===== src/rtl/core/fnr_pkg.sv =====
`timescale 1ns / 1ps
// ----------------------------------------------------------------------------
// fnr_pkg
// Shared widths, register indexes and microcode for the FitzHugh-Nagumo
// RK4 step block.
// ----------------------------------------------------------------------------
package fnr_pkg;

	localparam int DATA_W    = 32;
	localparam int CFG_W     = 32;
	localparam int CFG_IDX_W = 3;
	localparam int IDX_W     = 6;

	localparam logic [CFG_IDX_W-1:0] CFG_COEF_A    = 3'd0;
	localparam logic [CFG_IDX_W-1:0] CFG_COEF_B    = 3'd1;
	localparam logic [CFG_IDX_W-1:0] CFG_INV_TAU   = 3'd2;
	localparam logic [CFG_IDX_W-1:0] CFG_STEP_SIZE = 3'd3;
	localparam logic [CFG_IDX_W-1:0] CFG_INIT_V    = 3'd4;
	localparam logic [CFG_IDX_W-1:0] CFG_INIT_W    = 3'd5;

	localparam logic [30:0] INV_TAU_RST   = 31'd16777216;
	localparam logic [30:0] STEP_SIZE_RST = 31'd167772;

	localparam logic signed [DATA_W-1:0] S32_MAX = 32'sh7FFF_FFFF;
	localparam logic signed [DATA_W-1:0] S32_MIN = 32'sh8000_0000;

	localparam logic [1:0] LAST_STAGE = 2'd3;

	// micro-op kinds of the shared unit
	typedef enum logic [2:0] {
		K_MUL,   // product register <= a * b
		K_SH24,  // dst <= round(product / 2^24), saturated
		K_SH25,  // dst <= round(product / 2^25), saturated
		K_D6,    // start round(product / (6 * 2^24))
		K_DIV,   // six quotient bits of the divide by three
		K_DIVW,  // dst <= quotient
		K_ADD,   // dst <= sat(a + b)
		K_SUB    // dst <= sat(a - b)
	} kind_t;

	typedef enum logic [3:0] {
		S_ZERO, S_V0, S_W0, S_STIM, S_MV, S_MW, S_KV, S_KW,
		S_SV, S_SW, S_T1, S_T2, S_A, S_B, S_TAU, S_STEP
	} src_t;

	typedef enum logic [3:0] {
		D_NONE, D_V0, D_W0, D_MV, D_MW, D_KV, D_KW, D_SV, D_SW, D_T1, D_T2
	} dst_t;

	typedef struct packed {
		kind_t kind;
		src_t  src_a;
		src_t  src_b;
		dst_t  dst;
		logic  last;
	} uop_t;

	// Per RK stage: slope at (mv, mw), weighted sum update, then either the
	// next evaluation point or, on the last stage, the final update.
	function automatic uop_t fnr_uop(input logic [1:0] stage, input logic [IDX_W-1:0] idx);
		uop_t  u;
		logic  first;
		logic  dbl;
		kind_t sk;
		first = (stage == 2'd0);
		dbl   = (stage == 2'd1) || (stage == 2'd2);
		sk    = (stage == 2'd2) ? K_SH24 : K_SH25;
		u     = '{K_ADD, S_ZERO, S_ZERO, D_NONE, 1'b1};
		if (idx < 6'd17) begin
			case (idx)
				6'd0:    u = '{K_MUL,  S_MV,   S_MV,   D_NONE, 1'b0};
				6'd1:    u = '{K_SH24, S_ZERO, S_ZERO, D_T1,   1'b0};
				6'd2:    u = '{K_MUL,  S_T1,   S_MV,   D_NONE, 1'b0};
				6'd3:    u = '{K_SH24, S_ZERO, S_ZERO, D_T1,   1'b0};
				6'd4:    u = '{K_SUB,  S_MV,   S_T1,   D_T1,   1'b0};
				6'd5:    u = '{K_SUB,  S_T1,   S_MW,   D_T1,   1'b0};
				6'd6:    u = '{K_ADD,  S_T1,   S_STIM, D_KV,   1'b0};
				6'd7:    u = '{K_MUL,  S_B,    S_MW,   D_NONE, 1'b0};
				6'd8:    u = '{K_SH24, S_ZERO, S_ZERO, D_T2,   1'b0};
				6'd9:    u = '{K_ADD,  S_MV,   S_A,    D_T1,   1'b0};
				6'd10:   u = '{K_SUB,  S_T1,   S_T2,   D_T1,   1'b0};
				6'd11:   u = '{K_MUL,  S_T1,   S_TAU,  D_NONE, 1'b0};
				6'd12:   u = '{K_SH24, S_ZERO, S_ZERO, D_KW,   1'b0};
				6'd13:   u = '{K_ADD, first ? S_ZERO : S_SV, S_KV, D_SV, 1'b0};
				6'd14:   u = '{K_ADD, first ? S_ZERO : S_SW, S_KW, D_SW, 1'b0};
				6'd15:   u = '{K_ADD, S_SV, dbl ? S_KV : S_ZERO, D_SV, 1'b0};
				6'd16:   u = '{K_ADD, S_SW, dbl ? S_KW : S_ZERO, D_SW, 1'b0};
				default: u = '{K_ADD, S_ZERO, S_ZERO, D_NONE, 1'b1};
			endcase
		end else if (stage != LAST_STAGE) begin
			case (idx)
				6'd17:   u = '{K_MUL, S_KV,   S_STEP, D_NONE, 1'b0};
				6'd18:   u = '{sk,    S_ZERO, S_ZERO, D_T1,   1'b0};
				6'd19:   u = '{K_ADD, S_V0,   S_T1,   D_MV,   1'b0};
				6'd20:   u = '{K_MUL, S_KW,   S_STEP, D_NONE, 1'b0};
				6'd21:   u = '{sk,    S_ZERO, S_ZERO, D_T1,   1'b0};
				6'd22:   u = '{K_ADD, S_W0,   S_T1,   D_MW,   1'b1};
				default: u = '{K_ADD, S_ZERO, S_ZERO, D_NONE, 1'b1};
			endcase
		end else begin
			case (idx) inside
				6'd17:           u = '{K_MUL,  S_SV,   S_STEP, D_NONE, 1'b0};
				6'd18:           u = '{K_D6,   S_ZERO, S_ZERO, D_NONE, 1'b0};
				[6'd19:6'd24]:   u = '{K_DIV,  S_ZERO, S_ZERO, D_NONE, 1'b0};
				6'd25:           u = '{K_DIVW, S_ZERO, S_ZERO, D_T1,   1'b0};
				6'd26:           u = '{K_ADD,  S_V0,   S_T1,   D_V0,   1'b0};
				6'd27:           u = '{K_MUL,  S_SW,   S_STEP, D_NONE, 1'b0};
				6'd28:           u = '{K_D6,   S_ZERO, S_ZERO, D_NONE, 1'b0};
				[6'd29:6'd34]:   u = '{K_DIV,  S_ZERO, S_ZERO, D_NONE, 1'b0};
				6'd35:           u = '{K_DIVW, S_ZERO, S_ZERO, D_T1,   1'b0};
				6'd36:           u = '{K_ADD,  S_W0,   S_T1,   D_W0,   1'b1};
				default:         u = '{K_ADD,  S_ZERO, S_ZERO, D_NONE, 1'b1};
			endcase
		end
		return u;
	endfunction

endpackage


===== src/rtl/core/fnr_if.sv =====
`timescale 1ns / 1ps
// ----------------------------------------------------------------------------
// fnr_if
// Valid/ready channels of the RK4 step block: stimulus in, result out.
// ----------------------------------------------------------------------------
interface fnr_in_if;
	import fnr_pkg::*;

	logic                     valid;
	logic                     ready;
	logic                     op;
	logic signed [DATA_W-1:0] term;
	logic                     last_term;

	modport source(output valid, op, term, last_term, input ready);
	modport sink(input valid, op, term, last_term, output ready);
endinterface

interface fnr_out_if;
	import fnr_pkg::*;

	logic                     valid;
	logic                     ready;
	logic signed [DATA_W-1:0] membrane;
	logic signed [DATA_W-1:0] recovery;
	logic                     saturated;

	modport source(output valid, membrane, recovery, saturated, input ready);
	modport sink(input valid, membrane, recovery, saturated, output ready);
endinterface


===== src/rtl/core/fitzhugh_nagumo_rk4_step.sv =====
`timescale 1ns / 1ps
// ----------------------------------------------------------------------------
// fitzhugh_nagumo_rk4_step
// One FitzHugh-Nagumo neuron: sums stimulus terms, then advances v and w by
// one classical RK4 step in signed Q8.24 with saturation.
// ----------------------------------------------------------------------------
//  channel   dir  handshake        payload
//  stim      in   valid / ready    op, term, last_term
//  result    out  valid / ready    membrane, recovery, saturated
//  cfg       in   cfg_wr_en        cfg_index, cfg_data (no read-back)
//
//  A stimulus term without last mark or a restart is taken while idle and
//  leaves the block ready. A last term runs 106 micro-ops through the one
//  shared 32x32 multiplier, adder and divide-by-three digit unit, then its
//  result is loaded into the output register.
//  Reset clears state, sum and configuration to their reset values.
//  A pending result does not stop new requests; a step finishing while the
//  output register is full waits there until it drains.
// ----------------------------------------------------------------------------
module fitzhugh_nagumo_rk4_step (
	input  logic                            clk,
	input  logic                            arst_n,
	fnr_in_if.sink                          stim,
	fnr_out_if.source                       result,
	input  logic                            cfg_wr_en,
	input  logic [fnr_pkg::CFG_IDX_W-1:0]   cfg_index,
	input  logic [fnr_pkg::CFG_W-1:0]       cfg_data
);
	import fnr_pkg::*;

	typedef enum logic [2:0] {
		ST_IDLE = 3'b001,
		ST_RUN  = 3'b010,
		ST_FIN  = 3'b100
	} state_t;

	localparam logic signed [65:0] D6_BIAS = (66'sd3 <<< 56) + (66'sd3 <<< 24);
	localparam logic signed [65:0] D6_TOP  = 66'sd3 <<< 57;

	state_t state_q;
	logic [1:0]       stage_q;
	logic [IDX_W-1:0] idx_q;
	logic             sat_q;
	logic             out_valid_q;

	logic signed [DATA_W-1:0] coef_a_q, coef_b_q, init_v_q, init_w_q;
	logic [30:0]              inv_tau_q, step_q;

	logic signed [DATA_W-1:0] v0_q, w0_q, stim_q;
	logic signed [DATA_W-1:0] mv_q, mw_q, kv_q, kw_q, sv_q, sw_q, t1_q, t2_q;
	logic signed [63:0]       p_q;
	logic [35:0]              nq_q;
	logic [1:0]               rem_q;
	logic                     dsat_q, dneg_q;

	logic signed [DATA_W-1:0] out_v_q, out_w_q;
	logic                     out_sat_q;

	uop_t                     uop;
	logic                     in_acc, run, start, out_free;
	logic signed [32:0]       sum33;
	logic signed [DATA_W-1:0] new_sum;
	logic signed [DATA_W-1:0] a_val, b_val;
	logic signed [63:0]       prod;
	logic                     p_neg;
	logic signed [63:0]       rsum, q64;
	logic signed [32:0]       as33;
	logic signed [65:0]       dsum;
	logic                     d_sat;
	logic [35:0]              nq_next;
	logic [1:0]               rem_next;
	logic [2:0]               dv_t3;
	logic [33:0]              quo34;
	logic signed [DATA_W-1:0] res_val;
	logic                     res_sat;

	assign stim.ready       = (state_q == ST_IDLE);
	assign result.valid     = out_valid_q;
	assign result.membrane  = out_v_q;
	assign result.recovery  = out_w_q;
	assign result.saturated = out_sat_q;

	assign in_acc   = stim.valid && stim.ready;
	assign start    = in_acc && !stim.op && stim.last_term;
	assign run      = (state_q == ST_RUN);
	assign out_free = !out_valid_q || result.ready;
	assign uop      = fnr_uop(stage_q, idx_q);

	// stimulus sum saturates without touching the result flag
	assign sum33   = {stim_q[31], stim_q} + {stim.term[31], stim.term};
	assign new_sum = (sum33[32] != sum33[31]) ? (sum33[32] ? S32_MIN : S32_MAX)
	                                          : sum33[31:0];

	function automatic logic signed [DATA_W-1:0] pick(
		input src_t s,
		input logic signed [DATA_W-1:0] v0, w0, st, mv, mw, kv, kw, sv, sw, t1, t2,
		input logic signed [DATA_W-1:0] ca, cb,
		input logic [30:0] tau, h
	);
		logic signed [DATA_W-1:0] r;
		case (s)
			S_ZERO:  r = '0;
			S_V0:    r = v0;
			S_W0:    r = w0;
			S_STIM:  r = st;
			S_MV:    r = mv;
			S_MW:    r = mw;
			S_KV:    r = kv;
			S_KW:    r = kw;
			S_SV:    r = sv;
			S_SW:    r = sw;
			S_T1:    r = t1;
			S_T2:    r = t2;
			S_A:     r = ca;
			S_B:     r = cb;
			S_TAU:   r = {1'b0, tau};
			S_STEP:  r = {1'b0, h};
			default: r = '0;
		endcase
		return r;
	endfunction

	assign a_val = pick(uop.src_a, v0_q, w0_q, stim_q, mv_q, mw_q, kv_q, kw_q, sv_q, sw_q,
	                    t1_q, t2_q, coef_a_q, coef_b_q, inv_tau_q, step_q);
	assign b_val = pick(uop.src_b, v0_q, w0_q, stim_q, mv_q, mw_q, kv_q, kw_q, sv_q, sw_q,
	                    t1_q, t2_q, coef_a_q, coef_b_q, inv_tau_q, step_q);

	assign prod  = 64'(a_val) * 64'(b_val);
	assign p_neg = p_q[63];

	// round half away from zero: floor((p + half - neg) / 2^s)
	always_comb begin
		if (uop.kind == K_SH25) begin
			rsum = p_q + 64'sd16777216 - {63'd0, p_neg};
			q64  = rsum >>> 25;
		end else begin
			rsum = p_q + 64'sd8388608 - {63'd0, p_neg};
			q64  = rsum >>> 24;
		end
	end

	assign as33 = (uop.kind == K_SUB) ? ({a_val[31], a_val} - {b_val[31], b_val})
	                                  : ({a_val[31], a_val} + {b_val[31], b_val});

	// p / (3 * 2^25) with an offset of 2^31 quotient units, so the
	// dividend is non-negative whenever the quotient is in range
	assign dsum  = {{2{p_q[63]}}, p_q} + D6_BIAS - {65'd0, p_neg};
	assign d_sat = dsum[65] || (dsum >= D6_TOP);

	always_comb begin
		nq_next  = nq_q;
		rem_next = rem_q;
		dv_t3    = '0;
		for (int i = 0; i < 6; i++) begin
			dv_t3   = {rem_next, nq_next[35]};
			nq_next = {nq_next[34:0], 1'b0};
			if (dv_t3 >= 3'd3) begin
				rem_next   = 2'(dv_t3 - 3'd3);
				nq_next[0] = 1'b1;
			end else begin
				rem_next = dv_t3[1:0];
			end
		end
	end

	assign quo34 = {1'b0, nq_q[32:0]} - 34'h0_8000_0000;

	always_comb begin
		res_val = '0;
		res_sat = 1'b0;
		case (uop.kind)
			K_SH24, K_SH25: begin
				if (q64[63:31] != {33{q64[63]}}) begin
					res_val = q64[63] ? S32_MIN : S32_MAX;
					res_sat = 1'b1;
				end else begin
					res_val = q64[31:0];
				end
			end
			K_ADD, K_SUB: begin
				if (as33[32] != as33[31]) begin
					res_val = as33[32] ? S32_MIN : S32_MAX;
					res_sat = 1'b1;
				end else begin
					res_val = as33[31:0];
				end
			end
			K_D6:    res_sat = d_sat;
			K_DIVW:  res_val = dsat_q ? (dneg_q ? S32_MIN : S32_MAX) : quo34[31:0];
			default: ;
		endcase
	end

	// control, configuration and architectural state
	always_ff @(posedge clk or negedge arst_n) begin
		if (!arst_n) begin
			state_q     <= ST_IDLE;
			stage_q     <= '0;
			idx_q       <= '0;
			sat_q       <= 1'b0;
			out_valid_q <= 1'b0;
			coef_a_q    <= '0;
			coef_b_q    <= '0;
			inv_tau_q   <= INV_TAU_RST;
			step_q      <= STEP_SIZE_RST;
			init_v_q    <= '0;
			init_w_q    <= '0;
			v0_q        <= '0;
			w0_q        <= '0;
			stim_q      <= '0;
		end else begin
			if (cfg_wr_en) begin
				unique case (cfg_index)
					CFG_COEF_A:    coef_a_q  <= cfg_data;
					CFG_COEF_B:    coef_b_q  <= cfg_data;
					CFG_INV_TAU:   inv_tau_q <= cfg_data[30:0];
					CFG_STEP_SIZE: step_q    <= cfg_data[30:0];
					CFG_INIT_V:    init_v_q  <= cfg_data;
					CFG_INIT_W:    init_w_q  <= cfg_data;
					default: ;
				endcase
			end

			// a finished step refills the output register as it drains
			if (state_q == ST_FIN && out_free)
				out_valid_q <= 1'b1;
			else if (result.ready)
				out_valid_q <= 1'b0;

			unique case (state_q)
				ST_IDLE: begin
					if (in_acc) begin
						if (stim.op) begin
							v0_q   <= init_v_q;
							w0_q   <= init_w_q;
							stim_q <= '0;
						end else begin
							stim_q <= new_sum;
						end
						if (start) begin
							state_q <= ST_RUN;
							stage_q <= '0;
							idx_q   <= '0;
							sat_q   <= 1'b0;
						end
					end
				end
				ST_RUN: begin
					if (res_sat)
						sat_q <= 1'b1;
					if (uop.dst == D_V0)
						v0_q <= res_val;
					if (uop.dst == D_W0)
						w0_q <= res_val;
					if (uop.last) begin
						idx_q <= '0;
						if (stage_q == LAST_STAGE) begin
							state_q <= ST_FIN;
							stim_q  <= '0;
						end else begin
							stage_q <= stage_q + 2'd1;
						end
					end else begin
						idx_q <= idx_q + 6'd1;
					end
				end
				ST_FIN: begin
					if (out_free) begin
						state_q <= ST_IDLE;
					end
				end
				default: state_q <= ST_IDLE;
			endcase
		end
	end

	// datapath working registers
	always_ff @(posedge clk) begin
		if (start) begin
			mv_q <= v0_q;
			mw_q <= w0_q;
		end
		if (state_q == ST_FIN && out_free) begin
			out_v_q   <= v0_q;
			out_w_q   <= w0_q;
			out_sat_q <= sat_q;
		end
		if (run) begin
			case (uop.kind)
				K_MUL: p_q <= prod;
				K_D6: begin
					nq_q   <= {2'b00, dsum[58:25]};
					rem_q  <= '0;
					dsat_q <= d_sat;
					dneg_q <= dsum[65];
				end
				K_DIV: begin
					nq_q  <= nq_next;
					rem_q <= rem_next;
				end
				default: ;
			endcase
			case (uop.dst)
				D_MV:    mv_q <= res_val;
				D_MW:    mw_q <= res_val;
				D_KV:    kv_q <= res_val;
				D_KW:    kw_q <= res_val;
				D_SV:    sv_q <= res_val;
				D_SW:    sw_q <= res_val;
				D_T1:    t1_q <= res_val;
				D_T2:    t2_q <= res_val;
				default: ;
			endcase
		end
	end

endmodule


===== src/flat_wrapper.sv =====
// flat-port wrapper written by rule: the top's interface ports become plain ports
module fitzhugh_nagumo_rk4_step_flat import fnr_pkg::*;
  (clk, arst_n, cfg_wr_en, cfg_index, cfg_data, stim_valid, stim_op, stim_term, stim_last_term, stim_ready, result_valid, result_membrane, result_recovery, result_saturated, result_ready);
  fnr_in_if stim_i ();
  fnr_out_if result_i ();
  input  logic clk;
  input  logic arst_n;
  input  logic cfg_wr_en;
  input  logic [fnr_pkg::CFG_IDX_W-1:0] cfg_index;
  input  logic [fnr_pkg::CFG_W-1:0] cfg_data;
  input wire logic [$bits(stim_i.valid)-1:0] stim_valid;
  input wire logic [$bits(stim_i.op)-1:0] stim_op;
  input wire logic [$bits(stim_i.term)-1:0] stim_term;
  input wire logic [$bits(stim_i.last_term)-1:0] stim_last_term;
  output wire logic [$bits(stim_i.ready)-1:0] stim_ready;
  output wire logic [$bits(result_i.valid)-1:0] result_valid;
  output wire logic [$bits(result_i.membrane)-1:0] result_membrane;
  output wire logic [$bits(result_i.recovery)-1:0] result_recovery;
  output wire logic [$bits(result_i.saturated)-1:0] result_saturated;
  input wire logic [$bits(result_i.ready)-1:0] result_ready;
  assign stim_i.valid = stim_valid;
  assign stim_i.op = stim_op;
  assign stim_i.term = stim_term;
  assign stim_i.last_term = stim_last_term;
  assign stim_ready = stim_i.ready;
  assign result_valid = result_i.valid;
  assign result_membrane = result_i.membrane;
  assign result_recovery = result_i.recovery;
  assign result_saturated = result_i.saturated;
  assign result_i.ready = result_ready;
  fitzhugh_nagumo_rk4_step u_core (.clk(clk), .arst_n(arst_n), .stim(stim_i), .result(result_i), .cfg_wr_en(cfg_wr_en), .cfg_index(cfg_index), .cfg_data(cfg_data));
endmodule

===== config.mk =====
export PLATFORM = sky130hd
export DESIGN_NAME = fitzhugh_nagumo_rk4_step_flat
export DESIGN_NICKNAME = d
export VERILOG_FILES = /design/src/rtl/core/fnr_pkg.sv /design/src/rtl/core/fnr_if.sv /design/src/rtl/core/fitzhugh_nagumo_rk4_step.sv /design/src/flat_wrapper.sv
export SDC_FILE = /design/constraint.sdc
export NUM_CORES = 2
export LEC_CHECK = 0
export BUFFER_PORTS_ARGS = -buffer_cell sky130_fd_sc_hd__buf_2
export CAP_MARGIN = 20
export CORE_UTILIZATION = 39
export DETAILED_ROUTE_END_ITERATION = 12
export PLACE_DENSITY = 0.61
export SYNTH_ARGS = -nofsm -noshare
export SYNTH_HDL_FRONTEND = slang
export SYNTH_SLANG_ARGS = --single-unit

===== constraint.sdc =====
create_clock -name clk -period 14.75 [get_ports clk]
set_input_delay 2.2125 -clock clk [delete_from_list [all_inputs] [get_ports clk]]
set_output_delay 2.2125 -clock clk [all_outputs]
set_load 0.1 [all_outputs]

==> impl_metrics.env <==
export IMPL_outcome="completed"
export IMPL_fin_crit_ns=14.30
export IMPL_path_buf_inv=12
export IMPL_finalSetupViolations=0
export IMPL_wire_per_inst_um=28.6
export IMPL_start_kind="flop"
export IMPL_num_rows=165
export IMPL_synth_top_area_share_pct=27.2
export IMPL_yosys_most_used_dff="edfxtp_1"
export IMPL_yosysSeqAreaShare_pct=24.6
export IMPL_synth_area_mm2=0.0798
export IMPL_root_buffer="clkbuf_16"
export IMPL_critPathMaxFanout=43
export IMPL_drive_gt1_share_pct=11.4
export IMPL_synth_common_cells="inv_1 (1,225), fa_1 (1,084), nand2_1 (939)"
export IMPL_die_w_um=454
export IMPL_synth_nets=9993
export IMPL_drv_slew=0
export IMPL_clk_latency_ns=0.74
export IMPL_initial_core_util_pct=39.3
export IMPL_numCtsBuffers=84
export IMPL_grt_max_degree=111
export IMPL_yosysTopAreaCell="fa_1"
export IMPL_hold_viol=0
export IMPL_synth_edf_count=361
export IMPL_area_delta_synth_final_pct=10.3
export IMPL_core_mm2=0.203
export IMPL_cts_hold_buf=0
export IMPL_crit_path_max_incr_delay_ns=0.83
export IMPL_crit_family="adder cells"
export IMPL_synth_seq_cells=724
export IMPL_synth_cells=8439
export IMPL_route_antenna_remaining_nets=0
export IMPL_cts_tree="yes"
export IMPL_period_share_pct=96.9
export IMPL_cts_buffer_depth=3
export IMPL_vias_per_cell=5.89
export IMPL_grt_pass1_wl_um=467000
export IMPL_worst_pin_slew_ns=1.35
export IMPL_worstPathArrival_ns=14.74
export IMPL_required_ns=15.20
export IMPL_critPathCaptureType="flop"
export IMPL_yosysUniqueCellTypes=113
export IMPL_wl_um=322000
export IMPL_gp_congestion=0.995
export IMPL_slew_headroom_pct=9.90
export IMPL_drt_iter0_drc=7569
export IMPL_maxCapViolCount=0
export IMPL_crit_path_top_delay_cell="a2111oi_0"
export IMPL_netlist_top_cells_area="fa_1 (27%), edfxtp_1 (14%), dfrtp_1 (9.0%)"
export IMPL_hp_class="flop to flop"
export IMPL_tns_ns=0
export IMPL_syn_area_per_cell_um2=9.45
export IMPL_gr_total_overflow=0
export IMPL_fin_nets=10100
export IMPL_drc=0
export IMPL_htreeDepth=3
export IMPL_crit_type="flop to flop"
export IMPL_fmax_ghz=0.0699
export IMPL_grtUsageTotal_pct=31.1
export IMPL_cts_clk_slew_worst_paths_ns=0.06
export IMPL_firstDrtPassIters=7
export IMPL_post_cts_setup_buffer_count=0
export IMPL_fin_worst_skew_ns=0.0930
export IMPL_die_h_um=454
export IMPL_cts_sinks=724
export IMPL_portBuffers=140
export IMPL_io_pins=141
export IMPL_rsz0062_at_grt="false"
export IMPL_async_reset_ff_share_pct=41.3
export IMPL_vias=66400
export IMPL_grt_pass1_vias=67400
export IMPL_antenna_found_initial=24
export IMPL_cts_resized=0
export IMPL_hpwl_um=250000
export IMPL_dieArea_mm2=0.206
export IMPL_yosysMostFrequentCell="inv_1"
export IMPL_crit_path_frequent_cell="fa_1"
export IMPL_synth_warnings=0
-- layout by cell type (no fill, tap or decap), types with 65 or more instances in the layout --
cell and instances:
o21ai_0 302, fa_1 1084, a21o_1 95, buf_2 139
a31oi_1 69, a21oi_1 395, nor2b_1 65, a22o_1 65
edfxtp_1 361, a211oi_1 74, and3_1 75, inv_1 1225
xnor2_1 215, mux2_2 201, dfrtp_1 287, and2_1 70
mux2i_1 90, nand3_1 118, buf_4 300, ha_1 396
nand2_1 936, nor3_1 80, xor2_1 91, nor2_1 691
clkbuf_16 86, nand4_1 65
-- path summary, 6_finish.rpt --
path	start	to	slack, ns	cells after the start
min in group asynchronous	arst_n	u_core.w0_q[26]	1.58	1
worst max-delay path	u_core.idx_q[1]	u_core.p_q[63]	0.45	42
max in group asynchronous	arst_n	u_core.coef_b_q[7]	10.71	3
worst min-delay path	u_core.mw_q[24]	u_core.mw_q[24]	0.49	2
worst min register to register	u_core.mw_q[24]	u_core.mw_q[24]	0.49	2
worst max register to register	u_core.idx_q[1]	u_core.p_q[63]	0.45	42
-- cells by family after synthesis --
| family | share of synthesized area [%] |
|---|---|
| simple gates | 13.8 |
| buf+inv | 8.12 |
| compound gates | 12.7 |
| fa+ha+maj | 33.4 |
| flops | 24.6 |
| xor+xnor | 3.36 |
| mux | 3.99 |
-- sequential cells by signal, summed over array words and instances (netlist names), 31 cells and up --
name and flops:
u_core.coef_a_q 32, u_core.coef_b_q 32, u_core.init_v_q 32, u_core.init_w_q 32, u_core.inv_tau_q 31, u_core.kv_q 32, u_core.kw_q 32, u_core.mv_q 32
u_core.mw_q 32, u_core.nq_q 36, u_core.p_q 64, u_core.result.membrane 32, u_core.result.recovery 32, u_core.step_q 31, u_core.stim_q 32, u_core.sv_q 32
u_core.sw_q 32, u_core.t1_q 32, u_core.t2_q 32, u_core.v0_q 32, u_core.w0_q 32
-- worst register-to-register path: cells and delay by family, from the launching register on --
family / cells / cell delay [ns]
simple gates: 6 / 2.00
flops: 1 / 0.47
compound gates: 13 / 3.78
buf+inv: 12 / 2.77
fa+ha+maj: 10 / 4.95
xor+xnor: 1 / 0.10
-- metal layers --
metal	track usage, %	part of all wire, %
met1	41.4	41
met2	46.9	43
met3	8.43	11
met4	14.6	5.5
met5	0	0.040
-- through the flow --
step	instances	utilization, %	setup WS (ns)	cell area (um2)	hold WS [ns]
finish	11300	43.4	0.454	88000	0.494
global route	11300	43.4	0.0681	88000	0.504
CTS	11300	43.4	0.718	87900	0.490
detailed placement	11100	41.9	0.824	85000	0.482
global placement	11100	41.9	0.850	85000	0.478
floorplan	8439	-	2.38	79800	0.443
-- final cells by class --
type | count | area, um2
clock buffers | 113 | 2340
fillers | 19700 | 115000
inverters | 1237 | 4640
repair buffers | 452 | 3210
well taps | 2672 | 3340
multi-input cells | 6020 | 54300
diodes | 9 | 22.5
clock inverters | 45 | 553
flip-flops and latches | 724 | 19600
Power is not shown: default switching activity piles up to over one toggle a cycle in this logic, so the estimate is an artifact.
